File: src/rtl/b64_pkg.sv
`default_nettype none

package b64_pkg;

  localparam logic [6:0] CHAR_CR  = 7'd13;
  localparam logic [6:0] CHAR_LF  = 7'd10;
  localparam logic [6:0] CHAR_PAD = 7'd61;
  localparam logic [6:0] CHAR_UPPER_A = 7'd65;
  localparam logic [6:0] CHAR_LOWER_OFS = 7'd71;
  localparam logic [6:0] CHAR_DIGIT_OFS = 7'd4;
  localparam logic [6:0] CHAR_PLUS  = 7'd43;
  localparam logic [6:0] CHAR_SLASH = 7'd47;

  localparam logic [4:0] GROUPS_PER_LINE = 5'd19;

  // one complete group handed from packer to serializer
  typedef struct packed {
    logic [23:0] word;
    logic [1:0]  nreal;
    logic        crlf;
  } b64_grp_t;

  function automatic logic [6:0] b64_char(input logic [5:0] v);
    logic [6:0] ch;
    if (v < 6'd26) begin
      ch = CHAR_UPPER_A + 7'(v);
    end else if (v < 6'd52) begin
      ch = CHAR_LOWER_OFS + 7'(v);
    end else if (v < 6'd62) begin
      ch = 7'(v) - CHAR_DIGIT_OFS;
    end else if (v == 6'd62) begin
      ch = CHAR_PLUS;
    end else begin
      ch = CHAR_SLASH;
    end
    return ch;
  endfunction

endpackage

`default_nettype wire

File: src/rtl/b64_ifs.sv
`default_nettype none

interface b64_byte_if;
  logic       valid;
  logic       ready;
  logic [7:0] data_byte;
  logic       final_byte;

  modport source (output valid, output data_byte, output final_byte, input ready);
  modport sink (input valid, input data_byte, input final_byte, output ready);
endinterface

interface b64_char_if;
  logic       valid;
  logic       ready;
  logic [6:0] out_char;
  logic       run_end;

  modport source (output valid, output out_char, output run_end, input ready);
  modport sink (input valid, input out_char, input run_end, output ready);
endinterface

interface b64_cfg_if;
  logic valid;
  logic ready;
  logic line_breaks_on;

  modport source (output valid, output line_breaks_on, input ready);
  modport sink (input valid, input line_breaks_on, output ready);
endinterface

`default_nettype wire

File: src/rtl/b64_packer.sv
`default_nettype none

module b64_packer
  import b64_pkg::*;
(
  input  wire logic  clk_i,
  input  wire logic  rst_ni,
  b64_byte_if.sink   in_i,
  b64_cfg_if.sink    cfg_i,
  output b64_grp_t   grp_o,
  output logic       grp_valid_o,
  input  wire logic  grp_take_i
);

  logic [15:0] held_q, held_d;
  logic [1:0]  count_q, count_d;
  logic [4:0]  line_q, line_d;
  logic        brk_q;
  b64_grp_t    grp_q, grp_d;
  logic        grp_vld_q, grp_vld_d;

  logic        in_fire;
  logic [1:0]  count;
  logic [1:0]  filled;
  logic [23:0] acc;
  logic [4:0]  line_inc;

  assign in_i.ready  = !grp_vld_q || grp_take_i;
  assign cfg_i.ready = 1'b1;
  assign in_fire     = in_i.valid && in_i.ready;
  assign grp_o       = grp_q;
  assign grp_valid_o = grp_vld_q;

  assign count    = (count_q == 2'd3) ? 2'd0 : count_q;
  assign filled   = count + 2'd1;
  assign acc      = {held_q, in_i.data_byte};
  assign line_inc = line_q + 5'd1;

  always_comb begin
    held_d    = held_q;
    count_d   = count_q;
    line_d    = line_q;
    grp_d     = grp_q;
    grp_vld_d = grp_vld_q && !grp_take_i;
    if (in_fire) begin
      if (in_i.final_byte) begin
        unique case (filled)
          2'd1:    grp_d.word = {in_i.data_byte, 16'd0};
          2'd2:    grp_d.word = {held_q[7:0], in_i.data_byte, 8'd0};
          default: grp_d.word = acc;
        endcase
        grp_d.nreal = filled;
        grp_d.crlf  = 1'b0;
        grp_vld_d   = 1'b1;
        held_d      = '0;
        count_d     = '0;
        line_d      = '0;
      end else if (filled != 2'd3) begin
        held_d  = acc[15:0];
        count_d = filled;
      end else begin
        grp_d.word  = acc;
        grp_d.nreal = 2'd3;
        grp_d.crlf  = 1'b0;
        grp_vld_d   = 1'b1;
        held_d      = '0;
        count_d     = '0;
        if (brk_q) begin
          if (line_inc >= GROUPS_PER_LINE) begin
            grp_d.crlf = 1'b1;
            line_d     = '0;
          end else begin
            line_d = line_inc;
          end
        end
      end
    end
  end

  always_ff @(posedge clk_i or negedge rst_ni) begin
    if (!rst_ni) begin
      held_q    <= '0;
      count_q   <= '0;
      line_q    <= '0;
      brk_q     <= 1'b1;
      grp_vld_q <= 1'b0;
    end else begin
      held_q    <= held_d;
      count_q   <= count_d;
      line_q    <= line_d;
      grp_vld_q <= grp_vld_d;
      if (cfg_i.valid) begin
        brk_q <= cfg_i.line_breaks_on;
      end
    end
  end

  always_ff @(posedge clk_i) begin
    grp_q <= grp_d;
  end

  a_count_range: assert property (@(posedge clk_i) disable iff (!rst_ni)
    count_q != 2'd3)
    else $error("byte count out of range");

  a_line_range: assert property (@(posedge clk_i) disable iff (!rst_ni)
    line_q < GROUPS_PER_LINE)
    else $error("group count reached line length");

  a_grp_hold: assert property (@(posedge clk_i) disable iff (!rst_ni)
    grp_vld_q && !grp_take_i |=> grp_vld_q && $stable(grp_q))
    else $error("pending group lost or changed");

endmodule

`default_nettype wire

File: src/rtl/b64_serializer.sv
`default_nettype none

module b64_serializer
  import b64_pkg::*;
(
  input  wire logic  clk_i,
  input  wire logic  rst_ni,
  input  b64_grp_t   grp_i,
  input  wire logic  grp_valid_i,
  output logic       grp_take_o,
  b64_char_if.source out_o
);

  localparam logic [2:0] IDX_LAST_CHAR = 3'd3;
  localparam logic [2:0] IDX_CR        = 3'd4;
  localparam logic [2:0] IDX_LF        = 3'd5;

  b64_grp_t   cur_q;
  logic [2:0] idx_q;
  logic       busy_q;
  logic       out_vld_q;
  logic [6:0] out_char_q;
  logic       out_end_q;

  logic       slot_free;
  logic       emit;
  logic       last;
  logic [2:0] last_idx;
  logic [5:0] sextet;
  logic [6:0] ch;

  assign slot_free  = !out_vld_q || out_o.ready;
  assign emit       = busy_q && slot_free;
  assign last_idx   = cur_q.crlf ? IDX_LF : IDX_LAST_CHAR;
  assign last       = (idx_q == last_idx);
  assign grp_take_o = grp_valid_i && (!busy_q || (emit && last));

  always_comb begin
    unique case (idx_q)
      3'd0:    sextet = cur_q.word[23:18];
      3'd1:    sextet = cur_q.word[17:12];
      3'd2:    sextet = cur_q.word[11:6];
      default: sextet = cur_q.word[5:0];
    endcase
    if (idx_q == IDX_CR) begin
      ch = CHAR_CR;
    end else if (idx_q == IDX_LF) begin
      ch = CHAR_LF;
    end else if (idx_q > {1'b0, cur_q.nreal}) begin
      ch = CHAR_PAD;
    end else begin
      ch = b64_char(sextet);
    end
  end

  always_ff @(posedge clk_i or negedge rst_ni) begin
    if (!rst_ni) begin
      busy_q    <= 1'b0;
      idx_q     <= '0;
      out_vld_q <= 1'b0;
    end else begin
      if (grp_take_o) begin
        busy_q <= 1'b1;
        idx_q  <= '0;
      end else if (emit && last) begin
        busy_q <= 1'b0;
        idx_q  <= '0;
      end else if (emit) begin
        idx_q <= idx_q + 3'd1;
      end
      if (emit) begin
        out_vld_q <= 1'b1;
      end else if (out_o.ready) begin
        out_vld_q <= 1'b0;
      end
    end
  end

  always_ff @(posedge clk_i) begin
    if (grp_take_o) begin
      cur_q <= grp_i;
    end
    if (emit) begin
      out_char_q <= ch;
      out_end_q  <= last;
    end
  end

  assign out_o.valid    = out_vld_q;
  assign out_o.out_char = out_char_q;
  assign out_o.run_end  = out_end_q;

  a_idx_plain: assert property (@(posedge clk_i) disable iff (!rst_ni)
    busy_q && !cur_q.crlf |-> idx_q <= IDX_LAST_CHAR)
    else $error("character index past group without line break");

  a_idx_idle: assert property (@(posedge clk_i) disable iff (!rst_ni)
    !busy_q |-> idx_q == 3'd0)
    else $error("character index not cleared while idle");

  a_nreal: assert property (@(posedge clk_i) disable iff (!rst_ni)
    busy_q |-> cur_q.nreal != 2'd0)
    else $error("group without real bytes");

endmodule

`default_nettype wire

File: src/rtl/base64_stream_encoder_core.sv
`default_nettype none

// base64 stream encoder: one byte word per input handshake, one ascii character word per
// output handshake. a byte is taken whenever the group register is free;
// each third byte, or a byte marked final, forms a group that the serializer sends as four
// characters (six when a cr lf follows), one per cycle through the output register while
// the output is ready. the serializer takes the next group only as it sends the last
// character of the current one, and bytes wait while a group is pending; a final group of
// one byte still sends four characters. the first character passes the group register,
// the serializer's group register and the output register. line_breaks_on resets to 1.
module base64_stream_encoder_core
  import b64_pkg::*;
(
  input  wire logic  clk_i,
  input  wire logic  rst_ni,
  b64_byte_if.sink   in_i,
  b64_cfg_if.sink    cfg_i,
  b64_char_if.source out_o
);

  b64_grp_t grp;
  logic     grp_valid;
  logic     grp_take;

  b64_packer u_packer (
    .clk_i       (clk_i),
    .rst_ni      (rst_ni),
    .in_i        (in_i),
    .cfg_i       (cfg_i),
    .grp_o       (grp),
    .grp_valid_o (grp_valid),
    .grp_take_i  (grp_take)
  );

  b64_serializer u_serializer (
    .clk_i       (clk_i),
    .rst_ni      (rst_ni),
    .grp_i       (grp),
    .grp_valid_i (grp_valid),
    .grp_take_o  (grp_take),
    .out_o       (out_o)
  );

endmodule

`default_nettype wire
File: src/flat_wrapper.sv
// flat-port wrapper written by rule: the top's interface ports become plain ports
module base64_stream_encoder_core_flat import b64_pkg::*;
  (clk_i, rst_ni, in_i_valid, in_i_data_byte, in_i_final_byte, in_i_ready, cfg_i_valid, cfg_i_line_breaks_on, cfg_i_ready, out_o_valid, out_o_out_char, out_o_run_end, out_o_ready);
  b64_byte_if in_i_i ();
  b64_cfg_if cfg_i_i ();
  b64_char_if out_o_i ();
  input  wire logic clk_i;
  input  wire logic rst_ni;
  input wire logic [$bits(in_i_i.valid)-1:0] in_i_valid;
  input wire logic [$bits(in_i_i.data_byte)-1:0] in_i_data_byte;
  input wire logic [$bits(in_i_i.final_byte)-1:0] in_i_final_byte;
  output wire logic [$bits(in_i_i.ready)-1:0] in_i_ready;
  input wire logic [$bits(cfg_i_i.valid)-1:0] cfg_i_valid;
  input wire logic [$bits(cfg_i_i.line_breaks_on)-1:0] cfg_i_line_breaks_on;
  output wire logic [$bits(cfg_i_i.ready)-1:0] cfg_i_ready;
  output wire logic [$bits(out_o_i.valid)-1:0] out_o_valid;
  output wire logic [$bits(out_o_i.out_char)-1:0] out_o_out_char;
  output wire logic [$bits(out_o_i.run_end)-1:0] out_o_run_end;
  input wire logic [$bits(out_o_i.ready)-1:0] out_o_ready;
  assign in_i_i.valid = in_i_valid;
  assign in_i_i.data_byte = in_i_data_byte;
  assign in_i_i.final_byte = in_i_final_byte;
  assign in_i_ready = in_i_i.ready;
  assign cfg_i_i.valid = cfg_i_valid;
  assign cfg_i_i.line_breaks_on = cfg_i_line_breaks_on;
  assign cfg_i_ready = cfg_i_i.ready;
  assign out_o_valid = out_o_i.valid;
  assign out_o_out_char = out_o_i.out_char;
  assign out_o_run_end = out_o_i.run_end;
  assign out_o_i.ready = out_o_ready;
  base64_stream_encoder_core u_core (.clk_i(clk_i), .rst_ni(rst_ni), .in_i(in_i_i), .cfg_i(cfg_i_i), .out_o(out_o_i));
endmodule
File: config.mk
export PLATFORM = sky130hd
export DESIGN_NAME = base64_stream_encoder_core_flat
export DESIGN_NICKNAME = d
export VERILOG_FILES = /design/src/rtl/b64_pkg.sv /design/src/rtl/b64_ifs.sv /design/src/rtl/b64_packer.sv /design/src/rtl/b64_serializer.sv /design/src/rtl/base64_stream_encoder_core.sv /design/src/flat_wrapper.sv
export SDC_FILE = /design/constraint.sdc
export NUM_CORES = 1
export LEC_CHECK = 0
export BUFFER_PORTS_ARGS = -buffer_cell sky130_fd_sc_hd__clkbuf_2
export CORE_MARGIN = 2
export CORE_UTILIZATION = 40
export CTS_BUF_LIST = sky130_fd_sc_hd__clkbuf_2
export DETAILED_ROUTE_END_ITERATION = 10
export GPL_ROUTABILITY_DRIVEN = 0
export PLACE_DENSITY = 0.63
export SKIP_CTS_REPAIR_TIMING = 1
export SLEW_MARGIN = 25
export SYNTH_ARGS = -nofsm -noshare
export SYNTH_HDL_FRONTEND = slang
export SYNTH_SLANG_ARGS = --single-unit
export TNS_END_PERCENT = 1
File: constraint.sdc
create_clock -name clk_i -period 8.5 [get_ports clk_i]
set_input_delay 1.7 -clock clk_i [delete_from_list [all_inputs] [get_ports clk_i]]
set_output_delay 1.7 -clock clk_i [all_outputs]
set_load 0.02 [all_outputs]
==> out/qor.tcl <==
set qor(status) {complete, no violations}
set qor(drt_pre_antenna_iters) 4
set qor(route.detailed.vias_per_inst) 5.16
set qor(synth_seq_cells) 92
set qor(syn_nets) 425
set qor(gr-usage-met3_pct) 2.87
set qor(synth_enable_flop_cells) 62
set qor(cts_inserted_buffers) 9
set qor(p_leak_nw) 1.81
set qor(cp_slowest_cell) {sky130_fd_sc_hd__o211ai_2}
set qor(die_w_um) 109
set qor(maxSlewHeadroom_pct) 50.8
set qor(core_occupancy_in_the_finished_layout_pct) 44.2
set qor(grt_antenna_before_repair) 0
set qor(grt_pass1_vias) 2661
set qor(design.die.area_mm2) 0.0119
set qor(worst_setup_hold_path_clk_slew_ps) 270
set qor(min_path_type) {reg2reg}
set qor(grt_start_max_net_pins) 41
set qor(num_vias) 2881
set qor(worstPathArrival_ps) 2520
set qor(globalRoute.busiestLayer) {met2}
set qor(insertion_delay_ps) 520
set qor(final-instance-count-excl-fill) 558
set qor(fp-row-count) 38
set qor(finClkSkew_ps) 47.2
set qor(worstMarginPinSlew_ps) 738
set qor(cts_max_level) 3
set qor(critical_path_peak_fanout) 5
set qor(avgRoutedWirePerCell_um) 13.4
set qor(critPathLaunchType) {input port}
set qor(dr.first_iter.drc_count) 172
set qor(async_flop_share_pct) 32.6
set qor(achievable-frequency_ghz) 0.237
set qor(timing.critical_path.max_delay_family) {buffers and inverters}
set qor(postRouteAntennaNets) 0
set qor(antenna_cells) 0
set qor(final.setup.tns_ps) 0
set qor(cp.buffers_inverters) 2
set qor(max-clock-path-buffers) 2
set qor(criticalPathCategory) {in2out}
set qor(required_ps) 6800
set qor(synth_top_flop_cell) {sky130_fd_sc_hd__edfxtp_1}
set qor(final_net_count) 441
set qor(drive_above_1_share_pct) 17.0
set qor(powerDensity_mw_per_mm2) 358
set qor(slew_violations) 0
set qor(overflow_left_after_global_routing) 0
set qor(floorplan.io_pins) 26
set qor(delay_of_the_slowest_critical_path_stage_ps) 290
set qor(gr-usage-met2_pct) 21.5
set qor(drc_errors) 0
set qor(worst-r2r-setup-slack_ps) 5010
set qor(grt_first_pass_wirelength_um) 12900
set qor(finalWirelength_um) 7480
set qor(path_cells) {clkbuf_2, nand2b_1, nand2_1, o211ai_2, clkbuf_2}
set qor(final_hold_viol_count) 0
set qor(setup_viol_count_final) 0
set qor(grt.met1_usage_pct) 19.5
set qor(synthDistinctLibCells) 68
set qor(syn_to_final_growth_pct) 7.86
set qor(coreArea_mm2) 0.0108
set qor(finalCritPeriodShare_pct) 49.7
set qor(die_height_um) 109
set qor(clock_sink_count) 92
set qor(syn_area_per_cell_um2) 11.1
set qor(shortest_clock_period_the_worst_path_allows_after_layout_ps) 4220
set qor(cpMostUsedCell) {sky130_fd_sc_hd__clkbuf_2}
set qor(cts-root-buf) {sky130_fd_sc_hd__clkbuf_2}
set qor(initial_utilization_pct) 41.0
set qor(port_buffers) 24
set qor(tritoncts) {yes}
set qor(synthCells) 397
set qor(max-vdd-ir-drop_uv) 154
set qor(dp.cells) 542
set qor(cap_violations) 0
set qor(global_route.usage.total_pct) 13.8
set qor(synth_warnings) 0
set qor(setup_repair_after_global_routing_missed_its_margin) {false}
set qor(ys_seq_area_share_pct) 59.1
set qor(synth.cell_area_mm2) 0.00442
set qor(hpwl_um) 5480
set qor(end_kind) {output port}
worst paths after layout:
path | startpoint | endpoint | cells after the start
worst min-delay path | u_core.u_packer.grp_o[1] | u_core.u_serializer.cur_q[1] | 0
max in group asynchronous | rst_ni | u_core.u_packer.held_q[10] | 1
worst max register to register | u_core.u_serializer.idx_q[0] | u_core.u_serializer.out_o.out_char[4] | 11
min in group asynchronous | rst_ni | u_core.u_packer.held_q[9] | 1
worst min register to register | u_core.u_packer.grp_o[1] | u_core.u_serializer.cur_q[1] | 0
worst max-delay path | out_o_ready | in_i_ready | 5
registers in the layout (all words and copies together), names as in the netlist:
register,flops
u_core.u_packer.grp_valid_o,1
u_core.u_packer.line_q,5
u_core.u_serializer.out_o.out_char,7
u_core.u_serializer.busy_q,1
u_core.u_packer.grp_o,27
u_core.u_packer.count_q,2
u_core.u_packer.brk_q,1
u_core.u_serializer.out_o.valid,1
u_core.u_serializer.idx_q,3
u_core.u_packer.held_q,16
u_core.u_serializer.cur_q,27
u_core.u_serializer.out_o.run_end,1
power breakdown:
group          internal (mW)  switching [mW]
combinational          0.303           0.484
sequential             0.629          0.0713
clock                 0.0729           0.150
total                   1.00           0.706
cells in the mapped netlist, drive strengths merged, types with 2 or more instances:
cell     count  area [µm²]
nand2b       6        37.5
a311oi       2        17.5
ha          13         163
or2          3        21.3
o22ai        3        18.8
a31o         4        35.0
a22o         4        37.5
nor3b        2        15.0
and2        11        70.1
edfxtp      62        1860
nor4         2        12.5
clkbuf      11        41.3
xnor2        3        26.3
a21oi       11        62.6
a31oi        2        12.5
nor2        16        60.1
a2111oi      3        38.8
a22oi        9        67.6
buf          8        53.8
a21o         2        15.0
o211ai       2        20.0
dfrtp       29         726
inv         20        77.6
nand2       73         274
nand3b       2        15.0
o31ai        2        15.0
o311ai       2        35.0
o21a         4        30.0
mux2i        3        42.5
nand3        5        25.0
and4         2        18.8
and3b        2        17.5
nor3         6        35.0
o21ai       49         245
or3          3        23.8
per-stage QoR:
stage / worst slack (ps) / hold slack (ps) / power, mW / area, µm²
2_1_floorplan: 4210 / 400 / 1.33 / 4420
3_3_place_gp: 4020 / 406 / 1.47 / 4630
3_5_place_dp: 4300 / 405 / 1.50 / 4640
4_1_cts: 4300 / 417 / 1.72 / 4770
5_1_grt: 4210 / 421 / 1.86 / 4770
6_report: 4280 / 420 / 1.71 / 4770
cells in the final DEF, fill, tap and decap left out, drive strengths merged, types with 3 or more instances in the layout:
master | synthesis | final
o21a | 4 | 4
nand2 | 73 | 73
nor2 | 16 | 16
a21oi | 11 | 11
edfxtp | 62 | 62
clkbuf | 11 | 33
nand3 | 5 | 5
dfrtp | 29 | 29
and2 | 11 | 11
inv | 20 | 21
o21ai | 49 | 49
or3 | 3 | 3
o22ai | 3 | 3
clkinv | 0 | 5
ha | 13 | 13
a2111oi | 3 | 3
xnor2 | 3 | 3
mux2i | 3 | 3
a31o | 4 | 4
or2 | 3 | 3
a22o | 4 | 4
a22oi | 9 | 9
nor3 | 6 | 6
nand2b | 6 | 6
final cells by class:
cell class                      instances  area (µm²)
Multi-Input combinational cell        266        1650
Clock inverter                          7        86.3
Clock buffer                            9        45.0
Sequential cell                        92        2610
Fill cell                            1021        6020
Inverter                               20        77.6
Tap cell                              140         175
Timing Repair Buffer                   24         120
metal layers:
layer | wire length [µm] | up-vias
li1 | - | 1480
met1 | 3750 | 1364
met2 | 3480 | 33
met3 | 197 | 4
met4 | 51 | 0
met5 | 0 | -
worst reg2reg max path, cell delays in order (launching register included):
cell	delay (ps)
sky130_fd_sc_hd__dfrtp_1	510
sky130_fd_sc_hd__inv_1	150
sky130_fd_sc_hd__ha_1	420
sky130_fd_sc_hd__nor3_2	150
sky130_fd_sc_hd__a2111oi_2	450
sky130_fd_sc_hd__or2_2	250
sky130_fd_sc_hd__inv_1	110
sky130_fd_sc_hd__ha_1	290
sky130_fd_sc_hd__o21ai_0	210
sky130_fd_sc_hd__o311ai_4	230
sky130_fd_sc_hd__a2111oi_0	400
sky130_fd_sc_hd__a211oi_1	110
kinds of logic after synthesis:
kind of cell    after synthesis  synth area share (%)
buf+inv                      39                  3.90
simple gates                134                  14.3
other cells                   1                0.0848
fa+ha+maj                    13                  3.68
mux                           4                  1.22
flops                        92                  59.1
xor+xnor                      3                 0.594
compound gates              111                  17.2
No activity file was read; power rests on OpenSTA's default activity.
